File: config.mk
export PLATFORM = sky130hd
export DESIGN_NAME = raabb_front
export DESIGN_NICKNAME = d
export VERILOG_FILES = /design/src/rtl/raabb_pkg.sv /design/src/rtl/raabb_front.sv
export SDC_FILE = /design/constraint.sdc
export NUM_CORES = 1
export LEC_CHECK = 0
export BUFFER_PORTS_ARGS = -buffer_cell sky130_fd_sc_hd__buf_2
export CAP_MARGIN = 25
export CORE_AREA = 2 2 345 347
export DETAILED_ROUTE_END_ITERATION = 8
export DIE_AREA = 0 0 347 349
export MAX_ROUTING_LAYER = met4
export PLACE_DENSITY = 0.42
export SLEW_MARGIN = 20
export SYNTH_ARGS = -nofsm -noshare
export SYNTH_HDL_FRONTEND = slang
export SYNTH_SLANG_ARGS = --single-unit
File: constraint.sdc
create_clock -name vclk -period 2.55
set_input_delay 0 -clock vclk [all_inputs]
set_output_delay 0 -clock vclk [all_outputs]
set_load 0.01 [all_outputs]
File: src/rtl/raabb_pkg.sv
// ----------------------------------------------------------------------------
// raabb_pkg
// Shared constants and types for the ray / box slab intersection block.
// ----------------------------------------------------------------------------
package raabb_pkg;

  localparam int COORD_WIDTH = 32;
  localparam int FRAC_BITS   = 16;
  localparam int QUEUE_DEPTH = 4;
  localparam int REG_IDX_W   = 3;

  // saturation bound of the slab parameter
  localparam logic signed [63:0] T_INF   = 64'sh4000_0000_0000_0000;
  localparam logic [62:0]        T_INF_U = 63'h4000_0000_0000_0000;

  typedef enum logic [REG_IDX_W-1:0] {
    REG_HULL  = 3'd0,
    REG_MIN_X = 3'd1,
    REG_MIN_Y = 3'd2,
    REG_MIN_Z = 3'd3,
    REG_MAX_X = 3'd4,
    REG_MAX_Y = 3'd5,
    REG_MAX_Z = 3'd6
  } reg_idx_t;

  typedef enum logic [2:0] {
    FACE_NONE  = 3'd0,
    FACE_NEG_X = 3'd1,
    FACE_POS_X = 3'd2,
    FACE_NEG_Y = 3'd3,
    FACE_POS_Y = 3'd4,
    FACE_NEG_Z = 3'd5,
    FACE_POS_Z = 3'd6
  } face_t;

  typedef struct packed {
    logic nonempty;
    logic full;
  } qstat_t;

endpackage

File: src/rtl/raabb_front.sv
// ----------------------------------------------------------------------------
// raabb_front
// Request intake: forms box corners and ray direction, flags disabled
// boxes and missing hulls, and pushes the request into the queue.
// ----------------------------------------------------------------------------
module raabb_front #(
  parameter int CW = raabb_pkg::COORD_WIDTH,
  parameter int EW = 12 * CW + 10
) (
  input  logic                   in_valid,
  output logic                   in_stall,
  input  logic [2:0][CW-1:0]     ray_start,
  input  logic [2:0][CW-1:0]     ray_end,
  input  logic [2:0][CW-1:0]     box_pos,
  input  logic                   box_enabled,
  input  logic                   hull_present,
  input  logic [2:0][CW-1:0]     ext_min,
  input  logic [2:0][CW-1:0]     ext_max,
  input  raabb_pkg::qstat_t      qstat,
  output logic                   push,
  output logic [EW-1:0]          entry
);

  typedef struct packed {
    logic                ok;
    logic [2:0][CW-1:0]  s;
    logic [2:0][CW:0]    d;
    logic [2:0][CW:0]    wmin;
    logic [2:0][CW:0]    wmax;
  } entry_t;

  entry_t e;

  always_comb begin
    e.ok = hull_present & box_enabled;
    for (int a = 0; a < 3; a++) begin
      e.s[a]    = ray_start[a];
      e.d[a]    = {ray_end[a][CW-1], ray_end[a]} - {ray_start[a][CW-1], ray_start[a]};
      e.wmin[a] = {box_pos[a][CW-1], box_pos[a]} + {ext_min[a][CW-1], ext_min[a]};
      e.wmax[a] = {box_pos[a][CW-1], box_pos[a]} + {ext_max[a][CW-1], ext_max[a]};
    end
  end

  assign entry    = e;
  assign in_stall = qstat.full;
  assign push     = in_valid & ~qstat.full;

endmodule

==> summary.md <==
| Metric | Value |
|---|---|
| Synth cell types | `84` |
| Hold_buf cts | `0` |
| DRT Wirelength | `91.1 mm` |
| Iteration count of the initial detailed-routing pass | `5` |
| Status | `finished with violations` |
| Tot GR Track Use | `14.3%` |
| Grt total ovfl | `0` |
| Vias | `20800` |
| Design area | `26100 um^2` |
| Worst EP required | `2.55 ns` |
| Max-slew headroom | `60.5%` |
| Worst-margin pin slew | `0.578 ns` |
| RSZ-0062 raised after global routing | `yes` |
| Final Worst Setup Slack | `-0.135 ns` |
| Crit path capture type | `output pin` |
| Top-count cell post-synth | `ha_1` |
| DRC | `0` |
| Placement Cell Area | `23600 um^2` |
| Yosys Warn Count | `0` |
| First-pass GRT wire length | `129 mm` |
| Syn Area/Cell | `6.99 um^2` |
| Synth area leader | `ha_1` |
| Die width | `347 um` |
| Fin crit share | `105%` |
| Setup violations, final | `10` |
| Crit Path Class | `input port to output pin` |
| Commonest cells in the netlist | `288 x ha_1, 244 x a21oi_1, 182 x inv_1` |
| Number of global-route vias before repair | `20700` |
| CP startpoint kind | `input port` |
| Synthesized area | `15400 um^2` |
| Sequential Area | `0 um^2` |
| Max Freq | `0.372 GHz` |
| Cells after Synth | `2202` |
| Site Rows | `126` |
| Synth top area cells | `ha_1 23%, xnor2_1 9.7%, a21oi_1 7.9%` |
| Total power | `8.29 mW` |
| Worst Path Max Fanout | `2` |
| Core Area | `117000 um^2` |
| Pins Over Slew Limit | `0` |
| Wirelength per Cell | `18.5 um` |
| Minimum clock period | `2.68 ns` |
| Static Leak | `13.3 nW` |
| Die ar. | `121000 um^2` |
| Setup TNS | `-0.705 ns` |
| Fillcell total | `13300` |
| Post-DR vias/cell | `4.23` |
| Area delta synth->final | `69.6%` |
| Initial antenna violation count | `19` |
| Post-synth top area share | `23.4%` |
| Chip height | `349 um` |
| Arrival time worst endpoint | `2.68 ns` |
| MaxCap Viol Count | `0` |
| Min-Delay Path Class | `input port to output pin` |
| Routability cong. | `0.943` |
| I/O Pins | `881` |
| Register area share after synthesis | `0%` |
| PwrDens | `317 nW/um^2` |
| Hold Violations, Final | `0` |
| Port Buf Inserts | `880` |
| Final HPWL DP | `82.5 mm` |
| Synthesized Nets | `2984` |
| Peak VDD IR | `0.161 mV` |
| Initial Util | `13.1%` |
| Final ANT Viol Nets | `0` |
| NumNets Final | `4148` |
| Clkbuf count | `0` |
| Starting DRT DRC Count | `888` |
| Pin count of the biggest net entering global routing | `14` |
| Failing checks | `setup timing` |
| Num sequential | `0` |
| Layout cells sized above 1 | `46.6%` |
-- path summary, 6_finish.rpt --
kind | slack, ns | from | cells past startpoint | to
min | 0.20 | qstat[0] | 2 | in_stall
max | -0.13 | box_pos[64] | 14 | entry[86]
-- critical path, cell delays in order --
cell and delay [ns]:
buf_6 0.10, buf_6 0.11, ha_4 0.15, fa_2 0.36, a21o_1 0.17, a21o_1 0.20, a2111oi_4 0.35, o311ai_2 0.17
a21o_1 0.21, nand4_1 0.08, nand2_1 0.08, and4_1 0.20, or3_4 0.37, buf_6 0.13
-- layout by cell type (no fill, tap or decap), types with 9 or more instances in the layout --
cell type and instances:
or3_1 9, o31ai_1 9, o21ai_1 21, ha_4 40
nand2b_1 36, inv_1 172, nand3_1 45, a21oi_1 200
o21a_1 27, nor2b_1 37, a211o_1 11, o211ai_1 15
buf_4 407, a21o_1 137, nor3_1 29, a21oi_2 41
buf_2 834, ha_1 244, diode_2 15, buf_6 48
and3_1 30, nand4_1 23, a211oi_1 13, xnor2_1 161
a31oi_1 14, nor2_1 165, o21ai_2 13, xor2_1 70
o21bai_1 29, o21ai_0 100, nand2_1 113, fa_2 9
xnor2_2 10, a211oi_2 13
-- kinds of logic (layout without fill, tap and decap cells) --
kind of cell	after synthesis	after routing	synth area share (%)
xor gates and xnor gates	241	241	13.7
and+or+nand+nor	561	561	18.0
adders and majority gates	297	297	24.6
other	0	15	0
muxes	2	2	0.130
AOI/OAI and AO/OA	782	782	33.4
buffers and inverters	319	1481	10.2
-- cell type report --
class / instances / area, um^2 / share of cell area, %
multi-input cells: 1883 / 15500 / 59.5
inverters: 182 / 691 / 2.64
diodes: 15 / 37.5 / 0.144
well taps: 1536 / 1920 / 7.36
repair buffers: 1299 / 7930 / 30.4
-- where the power goes --
group / leakage, nW / internal, mW / switching (mW)
logic: 13.3 / 3.80 / 4.49
clock network: 0.0000899 / 0.000000709 / 0
registers: 0 / 0 / 0
total: 13.3 / 3.80 / 4.49
-- timing repair --
item / 4_1_cts / 5_1_grt
gates resized for setup: 252 / 159
pin swaps: 166 / 148
setup buffers: 41 / 22
hold endpoints to repair: 0 / 0
setup endpoints to repair: 97 / 92
-- routing by layer --
layer | vias up | track usage, % | share of wire (%)
met5 | - | - | 0
li1 | 10300 | - | -
met1 | 9595 | 16.2 | 40
met3 | 98 | 2.44 | 6.3
met4 | 0 | 4.09 | 3.6
met2 | 821 | 25.7 | 50
-- per-stage QoR --
stage | std cells | hold WS (ns) | setup WS [ns] | util [%]
6_report | 4915 | 0.197 | -0.135 | 22.2
5_1_grt | 4910 | 0.210 | -0.210 | 22.2
4_1_cts | 4883 | 0.199 | -0.151 | 21.4
3_5_place_dp | 4848 | 0.199 | -0.561 | 20.1
3_3_place_gp | 4848 | 0.198 | -0.500 | 20.1
2_1_floorplan | 2202 | 0.0464 | 0.0492 | -
No activity file was read; power rests on OpenSTA's default activity.
