==> src/rtl/raabb_pkg.sv <==
// ----------------------------------------------------------------------------
// raabb_pkg
// Shared constants and types for the ray / box slab intersection block.
// ----------------------------------------------------------------------------
package raabb_pkg;

  localparam int COORD_WIDTH = 32;
  localparam int FRAC_BITS   = 16;
  localparam int QUEUE_DEPTH = 4;
  localparam int REG_IDX_W   = 3;

  // saturation bound of the slab parameter
  localparam logic signed [63:0] T_INF   = 64'sh4000_0000_0000_0000;
  localparam logic [62:0]        T_INF_U = 63'h4000_0000_0000_0000;

  typedef enum logic [REG_IDX_W-1:0] {
    REG_HULL  = 3'd0,
    REG_MIN_X = 3'd1,
    REG_MIN_Y = 3'd2,
    REG_MIN_Z = 3'd3,
    REG_MAX_X = 3'd4,
    REG_MAX_Y = 3'd5,
    REG_MAX_Z = 3'd6
  } reg_idx_t;

  typedef enum logic [2:0] {
    FACE_NONE  = 3'd0,
    FACE_NEG_X = 3'd1,
    FACE_POS_X = 3'd2,
    FACE_NEG_Y = 3'd3,
    FACE_POS_Y = 3'd4,
    FACE_NEG_Z = 3'd5,
    FACE_POS_Z = 3'd6
  } face_t;

  typedef struct packed {
    logic nonempty;
    logic full;
  } qstat_t;

endpackage

==> src/rtl/raabb_queue.sv <==
// ----------------------------------------------------------------------------
// raabb_queue
// Short request queue between intake and the arithmetic pipeline.
// ----------------------------------------------------------------------------
module raabb_queue #(
  parameter int W     = 394,
  parameter int DEPTH = raabb_pkg::QUEUE_DEPTH
) (
  input  logic              clk,
  input  logic              rst,
  input  logic              push,
  input  logic [W-1:0]      din,
  input  logic              pop,
  output logic [W-1:0]      dout,
  output raabb_pkg::qstat_t qstat
);

  localparam int PW = (DEPTH > 1) ? $clog2(DEPTH) : 1;
  localparam int CNTW = $clog2(DEPTH + 1);

  logic [W-1:0]    mem [0:DEPTH-1];
  logic [PW-1:0]   wr_ptr;
  logic [PW-1:0]   rd_ptr;
  logic [CNTW-1:0] count;

  always_ff @(posedge clk) begin
    if (push) begin
      mem[wr_ptr] <= din;
    end
  end

  always_ff @(posedge clk) begin
    if (rst) begin
      wr_ptr <= '0;
      rd_ptr <= '0;
      count  <= '0;
    end else begin
      if (push) begin
        wr_ptr <= (wr_ptr == PW'(DEPTH - 1)) ? '0 : wr_ptr + PW'(1);
      end
      if (pop) begin
        rd_ptr <= (rd_ptr == PW'(DEPTH - 1)) ? '0 : rd_ptr + PW'(1);
      end
      if (push && !pop) begin
        count <= count + CNTW'(1);
      end else if (pop && !push) begin
        count <= count - CNTW'(1);
      end
    end
  end

  assign dout           = mem[rd_ptr];
  assign qstat.nonempty = (count != '0);
  assign qstat.full     = (count == CNTW'(DEPTH));

endmodule

==> config.mk <==
export PLATFORM = sky130hd
export DESIGN_NAME = raabb_queue
export DESIGN_NICKNAME = d
export VERILOG_FILES = /design/src/rtl/raabb_pkg.sv /design/src/rtl/raabb_queue.sv
export SDC_FILE = /design/constraint.sdc
export NUM_CORES = 1
export LEC_CHECK = 0
export BUFFER_PORTS_ARGS = -buffer_cell sky130_fd_sc_hd__buf_2
export CAP_MARGIN = 30
export CORE_MARGIN = 2
export CORE_UTILIZATION = 41
export DETAILED_ROUTE_END_ITERATION = 10
export MAX_ROUTING_LAYER = met4
export PLACE_DENSITY = 0.61
export RECOVER_POWER = 100
export SKIP_LAST_GASP = 1
export SYNTH_ARGS = -nofsm -noshare
export SYNTH_HDL_FRONTEND = slang
export SYNTH_SLANG_ARGS = --single-unit
==> constraint.sdc <==
create_clock -name clk -period 11.6 [get_ports clk]
set_input_delay 0.58 -clock clk [delete_from_list [all_inputs] [get_ports clk]]
set_output_delay 0.58 -clock clk [all_outputs]
set_load 0.05 [all_outputs]
==> impl_metrics.csv <==
group,metric,value,unit
synthesis,ys_seq_area_frac,0.829,
drt,via_per_inst,5.03,
pwr,p_leak,0.0223,uW
synthesis,ys_top_cells_by_area,"edfxtp_1 83%, mux4_2 15%, buf_6 0.79%, buf_2 0.37%, dfxtp_1 0.31%",
sta,maxSlewViolCount,1456,
clocking,cts_resized,0,
drt,drt_iter0_drc,1997,
synthesis,synth_top_cell_area_share,0.826,
global_routing,grt_start_max_net_pins,167,
cells_and_area,post-route-util,0.515,
synthesis,synth_cells,2102,
outcome,outcome,"complete, but fails checks",
sta,period_share,0.693,
clocking,cts_tree,"done",
critical_path,ff2ff_setup_slack,4.05,ns
outcome,violations,"capacitance limit, slew limit",
floorplanning,rows,137,
sta,hold_viol,0,
global_routing,first_global_vias,29400,
synthesis,synth_cell_type_count,17,
run,drv_cap,16,
synthesis,synth_top_area_cell,"edfxtp_1",
clocking,h-tree-depth,4,
sta,rsz0062_at_grt,"no",
sta,setup-violations-final,0,
drt,drt_first_pass_iters,10,
synthesis,synth_seq_cells,1585,
floorplanning,dieArea,0.143,sq mm
critical_path,arrival,7.45,ns
floorplanning,ioPinCount,794,
clocking,clock-sinks,1585,
synthesis,synth.most_common_cell,"edfxtp_1",
drt,finalWirelength,130,mm
pwr,power.density,188,mW/mm^2
sta,worst_pin_slew,5.11,ns
sta,finalSetupTns,0,ns
critical_path,path_max_fanout,166,
clocking,cts_inserted_buffers,161,
placement,place_area,0.0634,sq mm
critical_path,crit_required,11.02,ns
floorplanning,fp.dieH,378,microns
synthesis,synth_edf_count,1576,
critical_path,crit_path_end_kind,"primary output",
placement,gp_congestion,0.789,
global_routing,grt_overflow,0,
cells_and_area,syn_to_final_growth,25.0,%
cells_and_area,fin_area,0.0717,sq mm
synthesis,syn_nets,2507,
clocking,cts.clk_slew.worst_paths,0.06,ns
sta,fmax,0.124,GHz
clocking,clk_latency,0.77,ns
critical_path,critPathLaunchType,"flip-flop",
synthesis,synth_area,0.0573,sq mm
sta,clock-skew-final,0.0230,ns
clocking,clock_path_buffers,3,
floorplanning,die_width,378,microns
synthesis,syn_area_per_cell,27.3,sq um
placement,numPortBuffers,793,
synthesis,synthArstFlopShare,0,
sta,period_needed,8.03,ns
min_path,hold_class,"input port to flip-flop",
sta,relSlewSlack,-2.41,
global_routing,antenna_found_initial,38,
synthesis,synth_warnings,0,
pwr,peakVddDrop,0.148,mV
synthesis,synthTopCellsByCount,"1,576 x edfxtp_1, 394 x mux4_2, 42 x buf_2",
clocking,root_buffer,"clkbuf_16",
synthesis,ys.flop_type,"edfxtp_1",
cells_and_area,nFillCells,11200,
global_routing,grt_pass1_wl,189,mm
placement,post-dp-hpwl,79.2,mm
floorplanning,start_util,0.412,
global_routing,track_usage,0.184,
drt,drcViolationCount,0,
drt,antenna_left,0,
cells_and_area,drive_above_1_share,0.202,
drt,post_drt_wl_per_cell,23.8,microns
cells_and_area,multi_input_area,0.00912,sq mm
critical_path,crit_type,"flip-flop to primary output",
cells_and_area,nets,3797,
cells_and_area,ff_latch_area,0.0475,sq mm
drt,dr_total_vias,27300,
floorplanning,fp.coreArea,0.139,sq mm
==> through the flow <==
step | std cells | hold slack (ns) | power [uW] | setup slack, ns
floorplan | 2102 | 0.455 | 8010 | 1.35
detailed placement | 4709 | 0.508 | 8420 | 7.33
CTS | 5392 | 0.00583 | 13700 | 6.46
global route | 5431 | 0.0454 | 14000 | 3.18
global placement | 4705 | 0.472 | 8380 | 7.25
finish | 5435 | 0.0955 | 13500 | 3.57
==> worst paths after layout <==
check	cells after the start	to	from
worst max-delay path	4	dout[319]	flip-flop
worst max register to register	3	mem[1][154]	wr_ptr[0]
worst min-delay path	2	count[2]	rst
worst min register to register	2	count[2]	count[2]
==> power by group <==
part           internal [uW]  switching, uW
Sequential              6600           57.0
Combinational            497           1230
Clock                   3000           2130
==> area by class of cell <==
type	count	share of cell area
antenna	39	0.00136
clock buffer	196	0.0586
clock inverter	95	0.0149
inverter	4	0.000210
multi-input combinational	425	0.127
sequential	1585	0.663
tap	1876	0.0328
timing repair buffer	1215	0.102
==> cell families (layout without fill, tap and decap cells) <==
kind of cell,Yosys count,count (layout),share of synthesized area
flip-flops,1585,1585,0.829
multiplexers,398,398,0.155
buffers and inverters,92,1510,0.0122
AND/OR/NAND/NOR,15,15,0.00137
adder cells (fa/ha/maj),7,7,0.00166
AO/OA/AOI/OAI,3,3,0.000262
XOR/XNOR,2,2,0.000306
other,0,39,0
==> critical path, cell delays in order, from the launching register on <==
cell and delay (ns):
dfxtp_4 0.77, clkbuf_2 3.36, buf_4 1.17, mux4_2 0.35, clkbuf_1 0.49
==> per-layer routing <==
layer  wire (microns)  part of all wire  GRT usage
met5                0                 0          -
met4             3380             0.026     0.0563
met1            49500              0.38      0.218
met2            64800              0.50      0.295
met3            11900             0.092     0.0666
==> state kept, by name, indices dropped and copies added, names as in the netlist, named ones only <==
| register | flops |
|---|---|
| count | 3 |
| mem | 1576 |
| rd_ptr | 2 |
| wr_ptr | 2 |
==> cell usage in the layout (no fill, tap or decap), drive strengths merged, types with 4 or more instances in the layout <==
cell type       n
buf            87
and2            4
dlygate4sd3   392
edfxtp       1576
nor2            7
mux4          394
inv            14
clkinv         64
ha              6
bufinv         18
clkbuf        932
mux2i           4
dfxtp           9
diode          39
==> timing repair <==
| action | CTS | global route |
|---|---|---|
| hold endpoints to repair | 1568 | 0 |
| hold buffers | 392 | 0 |
| buffers inserted | 0 | 0 |
| endpoints found under the setup margin | 0 | 0 |
No activity file was read; power rests on OpenSTA's default activity.
